--- src/rtl/core/assert_macros.svh ---
// assertion helpers shared by the rtl files
`ifndef ASSERT_MACROS_SVH
`define ASSERT_MACROS_SVH

`ifndef NO_ASSERTIONS

// checked on every rising clock edge while out of reset
`define MLBD_ASSERT(lbl, prop, msg) \
  lbl: assert property (@(posedge clk_i) disable iff (!rst_ni) (prop)) else $error(msg);

// checked on every rising clock edge, reset included
`define MLBD_ASSERT_ALWAYS(lbl, prop, msg) \
  lbl: assert property (@(posedge clk_i) (prop)) else $error(msg);

`else

`define MLBD_ASSERT(lbl, prop, msg)
`define MLBD_ASSERT_ALWAYS(lbl, prop, msg)

`endif

`endif

--- src/rtl/core/mlbd_pkg.sv ---
`timescale 1ns / 1ps
// ----------------------------------------------------------------------------
// mlbd_pkg
// Types and constants of the magic-word, length-prefixed block deframer.
// ----------------------------------------------------------------------------
package mlbd_pkg;

  localparam int unsigned APB_ADDR_W = 3;
  localparam int unsigned APB_DATA_W = 32;

  // register index, taken from paddr[2]
  localparam logic CFG_IDX_MAGIC   = 1'b0;
  localparam logic CFG_IDX_MIN_LEN = 1'b1;

  localparam logic [31:0] MAGIC_RESET   = 32'hD9B4_BEF9;
  localparam logic [31:0] MIN_LEN_RESET = 32'd80;

  typedef struct packed {
    logic [7:0] data_byte;
    logic       end_of_file;
  } in_t;

  typedef struct packed {
    logic [7:0]  out_byte;
    logic        first_of_block;
    logic        last_of_block;
    logic        block_abort;
    logic [31:0] block_length;
  } out_t;

  typedef struct packed {
    logic [31:0] magic_word;
    logic [31:0] min_block_length;
  } cfg_t;

  typedef struct packed {
    logic valid;
    out_t data;
  } res_t;

  typedef enum logic [2:0] {
    MODE_HUNT    = 3'b001,
    MODE_LENGTH  = 3'b010,
    MODE_PAYLOAD = 3'b100
  } mode_e;

endpackage

--- src/rtl/core/magic_length_block_deframer_top.sv ---
`timescale 1ns / 1ps
// ----------------------------------------------------------------------------
// magic_length_block_deframer_top
// Byte-stream deframer: hunts for a sync word, reads a little-endian length
// and passes the block payload with first, last and abort marks.
// ----------------------------------------------------------------------------
// Usage:
//   in channel  (in_valid_i / in_stall_o / in_data_i): one raw byte per
//     transfer, end_of_file set on the last byte of each file.
//   out channel (out_valid_o / out_stall_i / out_data_o): one transfer per
//     payload byte; sync and length bytes give no output.
//   APB port: register 0 at address 0 is the sync word (first stream byte in
//     bits 7:0), register 1 at address 4 is the minimum block length.
//   Throughput: one byte per clock while the output is not stalled. Each byte
//     is held in the input register while the state update runs on it, and a
//     payload byte then passes to the output register that drives out_valid_o.
//   Stall: the output register holds its result while out_stall_i is high;
//     the input register holds one more byte, then in_stall_o rises.
//     Bytes that give no output keep flowing while the output waits.
//   Reset: asynchronous, active low; the APB registers return to their defaults,
//     the deframer hunts with an empty window, both channels are empty.
//   A file ending mid-block gives block_abort on its last byte.
// ----------------------------------------------------------------------------
`include "assert_macros.svh"

module magic_length_block_deframer_top
  import mlbd_pkg::*;
(
  input  logic                  clk_i,
  input  logic                  rst_ni,
  input  logic                  in_valid_i,
  output logic                  in_stall_o,
  input  in_t                   in_data_i,
  output logic                  out_valid_o,
  input  logic                  out_stall_i,
  output out_t                  out_data_o,
  input  logic                  psel,
  input  logic                  penable,
  input  logic                  pwrite,
  input  logic [APB_ADDR_W-1:0] paddr,
  input  logic [APB_DATA_W-1:0] pwdata,
  output logic [APB_DATA_W-1:0] prdata,
  output logic                  pready
);

  cfg_t cfg;
  res_t res;
  in_t  in_q;
  logic in_valid_q;
  out_t out_q;
  logic out_valid_q;
  logic slot_free;
  logic advance;
  logic in_xfer;

  mlbd_cfg_regs u_cfg_regs (
    .clk_i   (clk_i),
    .rst_ni  (rst_ni),
    .psel    (psel),
    .penable (penable),
    .pwrite  (pwrite),
    .paddr   (paddr),
    .pwdata  (pwdata),
    .prdata  (prdata),
    .pready  (pready),
    .cfg_o   (cfg)
  );

  mlbd_core u_core (
    .clk_i     (clk_i),
    .rst_ni    (rst_ni),
    .step_en_i (advance),
    .item_i    (in_q),
    .cfg_i     (cfg),
    .res_o     (res)
  );

  // output slot frees when empty or being taken this cycle
  assign slot_free  = !out_valid_q || !out_stall_i;
  assign advance    = in_valid_q && (!res.valid || slot_free);
  assign in_stall_o = in_valid_q && !advance;
  assign in_xfer    = in_valid_i && !in_stall_o;

  always_ff @(posedge clk_i or negedge rst_ni) begin
    if (!rst_ni) begin
      in_valid_q <= 1'b0;
    end else if (in_xfer) begin
      in_valid_q <= 1'b1;
    end else if (advance) begin
      in_valid_q <= 1'b0;
    end
  end

  always_ff @(posedge clk_i) begin
    if (in_xfer) begin
      in_q <= in_data_i;
    end
  end

  always_ff @(posedge clk_i or negedge rst_ni) begin
    if (!rst_ni) begin
      out_valid_q <= 1'b0;
    end else if (advance && res.valid) begin
      out_valid_q <= 1'b1;
    end else if (!out_stall_i) begin
      out_valid_q <= 1'b0;
    end
  end

  always_ff @(posedge clk_i) begin
    if (advance && res.valid) begin
      out_q <= res.data;
    end
  end

  assign out_valid_o = out_valid_q;
  assign out_data_o  = out_q;

  `MLBD_ASSERT(a_abort_not_last, out_valid_o |-> !(out_data_o.block_abort && out_data_o.last_of_block), "abort and last set together")
  `MLBD_ASSERT(a_no_overwrite, (out_valid_q && out_stall_i) |-> !(advance && res.valid), "result overwrites a stalled output")
  `MLBD_ASSERT_ALWAYS(a_stall_needs_item, in_stall_o |-> in_valid_q, "input stalled with empty input register")

endmodule

--- src/rtl/core/mlbd_cfg_regs.sv ---
`timescale 1ns / 1ps
// ----------------------------------------------------------------------------
// mlbd_cfg_regs
// APB register file holding the sync word and the minimum block length.
// ----------------------------------------------------------------------------
module mlbd_cfg_regs
  import mlbd_pkg::*;
(
  input  logic                  clk_i,
  input  logic                  rst_ni,
  input  logic                  psel,
  input  logic                  penable,
  input  logic                  pwrite,
  input  logic [APB_ADDR_W-1:0] paddr,
  input  logic [APB_DATA_W-1:0] pwdata,
  output logic [APB_DATA_W-1:0] prdata,
  output logic                  pready,
  output cfg_t                  cfg_o
);

  logic [31:0] magic_q;
  logic [31:0] min_len_q;
  logic        wr_en;

  assign pready = 1'b1;
  assign wr_en  = psel && penable && pwrite;

  always_ff @(posedge clk_i or negedge rst_ni) begin
    if (!rst_ni) begin
      magic_q   <= MAGIC_RESET;
      min_len_q <= MIN_LEN_RESET;
    end else if (wr_en) begin
      unique case (paddr[2])
        CFG_IDX_MAGIC:   magic_q   <= pwdata;
        CFG_IDX_MIN_LEN: min_len_q <= pwdata;
        default: ;
      endcase
    end
  end

  always_comb begin
    unique case (paddr[2])
      CFG_IDX_MAGIC:   prdata = magic_q;
      CFG_IDX_MIN_LEN: prdata = min_len_q;
      default:         prdata = '0;
    endcase
  end

  assign cfg_o.magic_word       = magic_q;
  assign cfg_o.min_block_length = min_len_q;

endmodule

--- src/rtl/core/mlbd_core.sv ---
`timescale 1ns / 1ps
// ----------------------------------------------------------------------------
// mlbd_core
// Deframer state and the per-byte update: sync hunt, length field, payload.
// ----------------------------------------------------------------------------
`include "assert_macros.svh"

module mlbd_core
  import mlbd_pkg::*;
(
  input  logic clk_i,
  input  logic rst_ni,
  input  logic step_en_i,
  input  in_t  item_i,
  input  cfg_t cfg_i,
  output res_t res_o
);

  mode_e       mode_q, mode_d;
  logic [23:0] win_q, win_d;
  logic [1:0]  fill_q, fill_d;
  logic [31:0] shift_q, shift_d;
  logic [1:0]  seen_q, seen_d;
  logic [31:0] rem_q, rem_d;
  logic [31:0] cur_q, cur_d;
  logic [31:0] len_new;
  logic        last;

  assign len_new = {item_i.data_byte, shift_q[31:8]};
  assign last    = (rem_q == 32'd1);

  always_comb begin
    mode_d  = mode_q;
    win_d   = win_q;
    fill_d  = fill_q;
    shift_d = shift_q;
    seen_d  = seen_q;
    rem_d   = rem_q;
    cur_d   = cur_q;
    res_o   = '0;

    unique case (mode_q)
      MODE_LENGTH: begin
        shift_d = len_new;
        if (item_i.end_of_file) begin
          mode_d  = MODE_HUNT;
          win_d   = '0;
          fill_d  = '0;
          shift_d = '0;
          seen_d  = '0;
        end else if (seen_q != 2'd3) begin
          seen_d = seen_q + 2'd1;
        end else begin
          mode_d  = MODE_HUNT;
          win_d   = '0;
          fill_d  = '0;
          shift_d = '0;
          seen_d  = '0;
          if ((len_new >= cfg_i.min_block_length) && (len_new != '0)) begin
            mode_d = MODE_PAYLOAD;
            rem_d  = len_new;
            cur_d  = len_new;
          end
        end
      end

      MODE_PAYLOAD: begin
        res_o.valid               = 1'b1;
        res_o.data.out_byte       = item_i.data_byte;
        res_o.data.first_of_block = (rem_q == cur_q);
        res_o.data.last_of_block  = last;
        res_o.data.block_abort    = item_i.end_of_file && !last;
        res_o.data.block_length   = cur_q;
        rem_d = rem_q - 32'd1;
        if (last || item_i.end_of_file) begin
          rem_d   = '0;
          mode_d  = MODE_HUNT;
          win_d   = '0;
          fill_d  = '0;
          shift_d = '0;
          seen_d  = '0;
        end
      end

      default: begin
        // window cleared at end of file, so sync never spans two files
        if (item_i.end_of_file) begin
          mode_d  = MODE_HUNT;
          win_d   = '0;
          fill_d  = '0;
          shift_d = '0;
          seen_d  = '0;
        end else if ((fill_q == 2'd3) &&
                     ({item_i.data_byte, win_q} == cfg_i.magic_word)) begin
          mode_d  = MODE_LENGTH;
          win_d   = '0;
          fill_d  = '0;
          shift_d = '0;
          seen_d  = '0;
        end else begin
          mode_d = MODE_HUNT;
          win_d  = {item_i.data_byte, win_q[23:8]};
          if (fill_q != 2'd3) begin
            fill_d = fill_q + 2'd1;
          end
        end
      end
    endcase
  end

  always_ff @(posedge clk_i or negedge rst_ni) begin
    if (!rst_ni) begin
      mode_q  <= MODE_HUNT;
      win_q   <= '0;
      fill_q  <= '0;
      shift_q <= '0;
      seen_q  <= '0;
      rem_q   <= '0;
      cur_q   <= '0;
    end else if (step_en_i) begin
      mode_q  <= mode_d;
      win_q   <= win_d;
      fill_q  <= fill_d;
      shift_q <= shift_d;
      seen_q  <= seen_d;
      rem_q   <= rem_d;
      cur_q   <= cur_d;
    end
  end

  `MLBD_ASSERT(a_payload_has_bytes, (mode_q == MODE_PAYLOAD) |-> (rem_q != '0), "payload mode with no bytes left")
  `MLBD_ASSERT(a_idle_count_clear, (mode_q != MODE_PAYLOAD) |-> (rem_q == '0), "byte count left over outside payload")
  `MLBD_ASSERT(a_length_window_clear, (mode_q == MODE_LENGTH) |-> ((win_q == '0) && (fill_q == '0)), "sync window not cleared on length field")

endmodule

--- config.mk ---
export PLATFORM = sky130hd
export DESIGN_NAME = magic_length_block_deframer_top
export DESIGN_NICKNAME = d
export VERILOG_FILES = /design/src/rtl/core/mlbd_pkg.sv /design/src/rtl/core/magic_length_block_deframer_top.sv /design/src/rtl/core/mlbd_cfg_regs.sv /design/src/rtl/core/mlbd_core.sv
export VERILOG_INCLUDE_DIRS = /design/src /design/src/rtl/core
export SDC_FILE = /design/constraint.sdc
export NUM_CORES = 1
export LEC_CHECK = 0
export ABC_AREA = 0
export BUFFER_PORTS_ARGS = -buffer_cell sky130_fd_sc_hd__buf_2
export CAP_MARGIN = 10
export CORE_ASPECT_RATIO = 0.75
export CORE_MARGIN = 8
export CORE_UTILIZATION = 50
export CTS_CLUSTER_DIAMETER = 200
export DETAILED_ROUTE_END_ITERATION = 10
export PLACE_DENSITY = 0.74
export SETUP_SLACK_MARGIN = 0.3
export SLEW_MARGIN = 20
export SYNTH_ARGS = -nofsm -noshare
export SYNTH_HDL_FRONTEND = slang
export SYNTH_SLANG_ARGS = --single-unit
export TNS_END_PERCENT = 100
--- constraint.sdc ---
create_clock -name clk_i -period 4.52 [get_ports clk_i]
set_clock_uncertainty 0.2 [all_clocks]
set_input_delay 0 -clock clk_i [delete_from_list [all_inputs] [get_ports clk_i]]
set_output_delay 0 -clock clk_i [all_outputs]
set_load 0.05 [all_outputs]
---- Yosys cells after proc, flatten, opt, wreduce, memory -nomap -nowiden ----
Index checks and enable logic that the tools add are counted.
Widths: inputs -> output; s select.
cells by class
  $lt $le $gt $ge ......................... 1
  equality and inequality tests ........... 14
  $mul .................................... 0
  multiplexer cells ....................... 42
  shifts and indexed selects .............. 0
  divide/modulo/power cells ............... 0
  reduce and logical (&&, ||, !) cells .... 30
  add/subtract/negate cells ............... 3
  bitwise logic cells ..................... 3
operator list
  operator               number
  $mux 32                9
  $pmux 32 s2            3
  $mux 24                5
  $eq 32x32->1           2
  $pmux 24 s2            1
  $mux 44                1
  $eq 32x1->1 const B    1
  $ge 32x32->1           1
  $reduce_bool 32->1     1
  $sub 32x1->32 const B  1
  $mux 2                 11
  $mux 3                 5
  $reduce_and 5->1       2
  $logic_and 1x1->1      9
  $ne 2x2->1 const B     4
  $pmux 2 s2             2
  $logic_not 1->1        6
  $ne 2x1->1 const B     3
  $pmux 3 s2             1
  $reduce_and 3->1       2
  $reduce_bool 5->1      1
  $add 2x1->2 const B    2
  $mux 1                 4
  $reduce_and 2->1       2
  9 further kinds        14
word-level totals
  register bits ........................... 245
  bits in writable memories ............... 0
  memory bits (read-only) ................. 0
  bits in latches ......................... 0
  memories ................................ 0

---- Depth between registers and ports, before layout ----
  depth in word-level cells ............... 12
  depth in mapped cells ................... 10
  depth with buffers taken out ............ 9

---- Modules after synthesis ----
From an unflattened synthesis, not the netlist that was laid out.
second synthesis, totals
  cells, all modules ...................... 1032
  area, all modules ....................... 11999.0 um^2
modules (own cells, without submodules)
  module                           area an instance (um^2)  cells each  sequential area each (um^2)  instances
  mlbd_core                        7392.1                   794         2979.1                       1
  mlbd_cfg_regs                    2940.3                   174         1630.3                       1
  magic_length_block_deframer_top  1666.6                   64          1611.5                       1

---- Worst setup path after synthesis ----
OpenSTA, ideal clock, no wires.
  kind .................................... flip-flop to flip-flop
  start ................................... register u_core.mode_q[1]
  end ..................................... register out_q, in the netlist out_data_o[0] (enable)
  clock period less this slack ............ 3643 ps
  library setup time ...................... 444 ps
  arrival ................................. 3000 ps
  path slack .............................. 877 ps
  stages on the path, launching flop included .. 6
  data required time ...................... 3876 ps
  cell sequence ........................... dfrtp_1 -> nor2_1 -> nand2_1 -> clkbuf_1 -> clkbuf_1 -> nor2_1
on the way
  word-level cells in the longest chain between the ends .. 6
RTL lines
  item                    RTL line                                text
  start, declared         mlbd_core.sv:19                         mode_e mode_q, mode_d;
  start signal, assigned  mlbd_core.sv:121                        mode_q <= mode_d;
  $eq 3x3->1 *            mlbd_core.sv:42                         unique case (mode_q)
  $mux 44 *               mlbd_core.sv:42
  $logic_not 1->1         magic_length_block_deframer_top.sv:80   assign advance = in_valid_q && (!res.valid || slot_free);
  $logic_or 1x1->1        magic_length_block_deframer_top.sv:80
  $logic_and 1x1->1       magic_length_block_deframer_top.sv:80
  $logic_and 1x1->1 *     magic_length_block_deframer_top.sv:111  if (advance && res.valid) begin
  end signal, assigned    magic_length_block_deframer_top.sv:112  out_q <= res.data;
  end, declared           magic_length_block_deframer_top.sv:50   out_t out_q;
Mark *: on every way between the ends. The rest lies on a longest branch, timed or not.
A chain may end at the register's enable or synchronous reset.

---- Final worst setup path ----
  start ................................... register u_core.shift_q[23]
  end ..................................... register u_core.cur_q[27]
on the way
  word-level cells in the longest chain between the ends .. 3
  elaborated cells on any way between the ends .. 4
  those cells by class .................... order compare (1); reduce/logical (3)
RTL lines
  item                                                       RTL line          text
  start, declared                                            mlbd_core.sv:22   logic [31:0] shift_q, shift_d;
  start signal, assigned                                     mlbd_core.sv:124  shift_q <= shift_d;
  $ge 32x32->1 / $reduce_bool 32->1 (equally long branches)  mlbd_core.sv:59   if ((len_new >= cfg_i.min_block_length) && (len_new != '0)) begin
  $logic_and 1x1->1 *                                        mlbd_core.sv:59
  $reduce_and 5->1 (no source line) *                        n/a
  end signal, assigned                                       mlbd_core.sv:127  cur_q <= cur_d;
  end, declared                                              mlbd_core.sv:25   logic [31:0] cur_q, cur_d;
Marked as above.

==> flow_summary.json <==
{
  "swShare": 0.2938,
  "synthCells": 1044,
  "async_flop_share": 0.7806,
  "grt_max_degree": 116,
  "fmax_mhz": 258.8,
  "initial_utilization": 0.5111,
  "r2r_slack_ns": 0.66,
  "layout_common_cells": "dfrtp_1 (161), buf_2 (124), mux2_2 (123)",
  "io_buffers": 125,
  "syn_area_per_cell_sq_um": 11.32,
  "final_nets": 1304,
  "die_h_microns": 149.1,
  "synth_flop_cell": "dfrtp_1",
  "finalWorstSetupSlack_ns": 0.6567,
  "overflow": 0,
  "coreArea_sq_um": 23120,
  "cts_setup_buffers": 0,
  "pwr-share-clk": 0.366,
  "setup_viol": 0,
  "path_cells": "ha_1, nand2_1, nor4_1, or4b_1, a311oi_2, nor2_1, nor3_4, buf_4, mux2_2",
  "cp-end-kind": "flip-flop",
  "start_kind": "flip-flop",
  "fillers": 1832,
  "avgViaCountPerCell": 6.018,
  "antenna_found_initial": 0,
  "hold_viol": 10,
  "post-synth-top-area-fraction": 0.3409,
  "cts_max_level": 1,
  "slowest_stage": "or4b_1",
  "combPwrFrac": 0.184,
  "drt_iter0_markers": 944,
  "io_pins": 129,
  "synth_area_leaders": "dfrtp_1 (34%), edfxtp_1 (13%), mux2_2 (12%)",
  "rsz0062_at_grt": "no",
  "gp_congestion": 0.9311,
  "cts_tree": "done",
  "post-place-ws_ns": 0.7106,
  "grt_pass1_vias": 9062,
  "synth.distinct_cells": 56,
  "fin_setup_tns_ns": 0,
  "worstMarginPinSlew_ns": 1.134,
  "syn_area_sq_um": 11820,
  "drive_gt1_frac": 0.2872,
  "drt-wirelength-per-cell_microns": 22.12,
  "p_seq_frac": 0.450,
  "finalMaxSlewViolations": 0,
  "slew_headroom": 0.2422,
  "area_growth_pct": 20.06,
  "die_w_microns": 193.5,
  "rows": 48,
  "synth_top_cell_by_area": "dfrtp_1",
  "postRouteWirelength_microns": 33980,
  "drtAntennaViolNets": 0,
  "clk_latency_ns": 0.53,
  "whs_ns": -0.02519,
  "power_leakage_nw": 6.579,
  "intPower_mw": 3.960,
  "cap_viol_max_count": 0,
  "p_sw_mw": 1.648,
  "crit_path_max_incr_delay_ns": 0.54,
  "num_antenna_cells": 0,
  "synth_seq_cells": 237,
  "final_common_cell": "dfrtp_1",
  "p_per_area_nw_per_um2": 395.2,
  "drc": 0,
  "numCtsBuffers": 25,
  "hp-class": "primary input to async pin",
  "grt_usage": 0.2333,
  "required_ns": 4.74,
  "ys_warn_count": 0,
  "num_vias": 9244,
  "min_period_over_period": 0.8547,
  "clock-sinks": 237,
  "synth_fp_nets": 1131,
  "dr.pass1.iters": 5,
  "path_max_fanout": 33,
  "path_clk_slew_ns": 0.06,
  "synth_edf_count": 52,
  "ir_worst_vdd_uv": 276.1,
  "die_area_sq_um": 28860,
  "yosysSeqAreaShare": 0.5264,
  "status": "finished with violations",
  "cts-root-buf": "clkbuf_16",
  "min_period_ns": 3.863,
  "dpl.hpwl_microns": 23580,
  "grt_pass1_wl_microns": 53700,
  "clk_path_buf_depth": 3,
  "worstPathArrival_ns": 4.08,
  "violations": "negative hold slack",
  "crit_type": "flip-flop to flip-flop"
}
[layer usage]
metal | wire [microns] | global-route usage | up-vias
met4 | 850 | 0.05950 | 0
met2 | 14360 | 0.3472 | 468
met3 | 3092 | 0.05410 | 56
li1 | - | - | 4185
met5 | 0 | 0 | -
met1 | 15670 | 0.3394 | 4535
[logic make-up after synthesis]
family	share of synthesized area
AOI/OAI and AO/OA	0.1103
xor gates and xnor gates	0.04817
adders and majority gates	0.03812
buffers and inverters	0.03420
DFF	0.5264
muxes	0.1228
other	0.0003173
and+or+nand+nor	0.1196
[registers in the layout, indices dropped and copies added (netlist names)]
| register | flops |
|---|---|
| u_core.rem_q | 32 |
| u_core.mode_q | 3 |
| u_core.seen_q | 2 |
| u_core.shift_q | 24 |
| out_data_o | 43 |
| u_core.cur_q | 32 |
| in_valid_q | 1 |
| u_cfg_regs.min_len_q | 32 |
| u_cfg_regs.magic_q | 32 |
| u_core.win_q | 24 |
| in_q | 9 |
| out_valid_o | 1 |
| u_core.fill_q | 2 |
[layout make-up]
type / instances / area (sq um) / area share
Sequential cell: 237 / 6221 / 0.4384
Multi-Input combinational cell: 708 / 5235 / 0.3690
Clock inverter: 5 / 30.03 / 0.002116
Tap cell: 300 / 375.4 / 0.02646
Clock buffer: 41 / 800.8 / 0.05644
Inverter: 41 / 153.9 / 0.01085
Timing Repair Buffer: 204 / 1373 / 0.09674
[synth_stat cells (all sizes together) (12+ instances only)]
cell type / instances
mux2: 128
o31ai: 12
xnor2: 24
dfrtp: 161
xor2: 41
nor4: 34
clkbuf: 50
edfxtp: 52
and3: 45
ha: 36
nand4: 16
nand2: 79
a21oi: 34
nor2: 34
dfstp: 24
nor3: 22
o21ai: 101
a22o: 25
inv: 41
a22oi: 16
[path summary, 6_finish.rpt]
| path | start | endpoint | cells past startpoint |
|---|---|---|---|
| min in group clk_i | in_data_i[6] | in_q[6] | 2 |
| worst min register to register | u_core.seen_q[1] | u_core.seen_q[1] | 2 |
| max in group asynchronous | rst_ni | u_core.cur_q[29] | 3 |
| worst max register to register | u_core.shift_q[23] | u_core.cur_q[27] | 9 |
| worst min-delay path | rst_ni | u_cfg_regs.min_len_q[24] | 2 |
| worst max-delay path | u_core.shift_q[23] | u_core.cur_q[27] | 9 |
[critical path, delay by kind of cell (launching register included)]
kind,cells,cell delay (ns)
DFF,1,0.49
AOI/OAI and AO/OA,1,0.49
and+or+nand+nor,5,1.39
muxes,1,0.39
adders and majority gates,1,0.35
buffers and inverters,1,0.42
[timing repair]
item / 4_1_cts / 5_1_grt
hold buffers: 52 / 1
gates resized for setup: 0 / 1
endpoints found under the setup margin: 0 / 32
hold endpoints to repair: 194 / 1
[per-stage QoR]
| step | cell area (sq um) | power (mW) | utilization | std cells |
|---|---|---|---|---|
| 5_1_grt | 14190 | 5.815 | 0.6136 | 1536 |
| 6_report | 14190 | 5.607 | 0.6136 | 1536 |
| 3_3_place_gp | 12790 | 3.511 | 0.5532 | 1436 |
| 4_1_cts | 14160 | 5.624 | 0.6126 | 1535 |
| 3_5_place_dp | 12810 | 3.540 | 0.5541 | 1437 |
| 2_1_floorplan | 11820 | 3.214 | - | 1044 |
[power by group through the flow]
stage | combinational, mW | sequential, mW | clock (mW)
2_1_floorplan | 0.709 | 2.51 | 0
3_3_place_gp | 0.963 | 2.55 | 0
3_5_place_dp | 0.982 | 2.56 | 0
4_1_cts | 1.02 | 2.52 | 2.08
5_1_grt | 1.10 | 2.54 | 2.17
6_report | 1.03 | 2.52 | 2.05
Note: power is estimated with default switching activity, not from simulation.
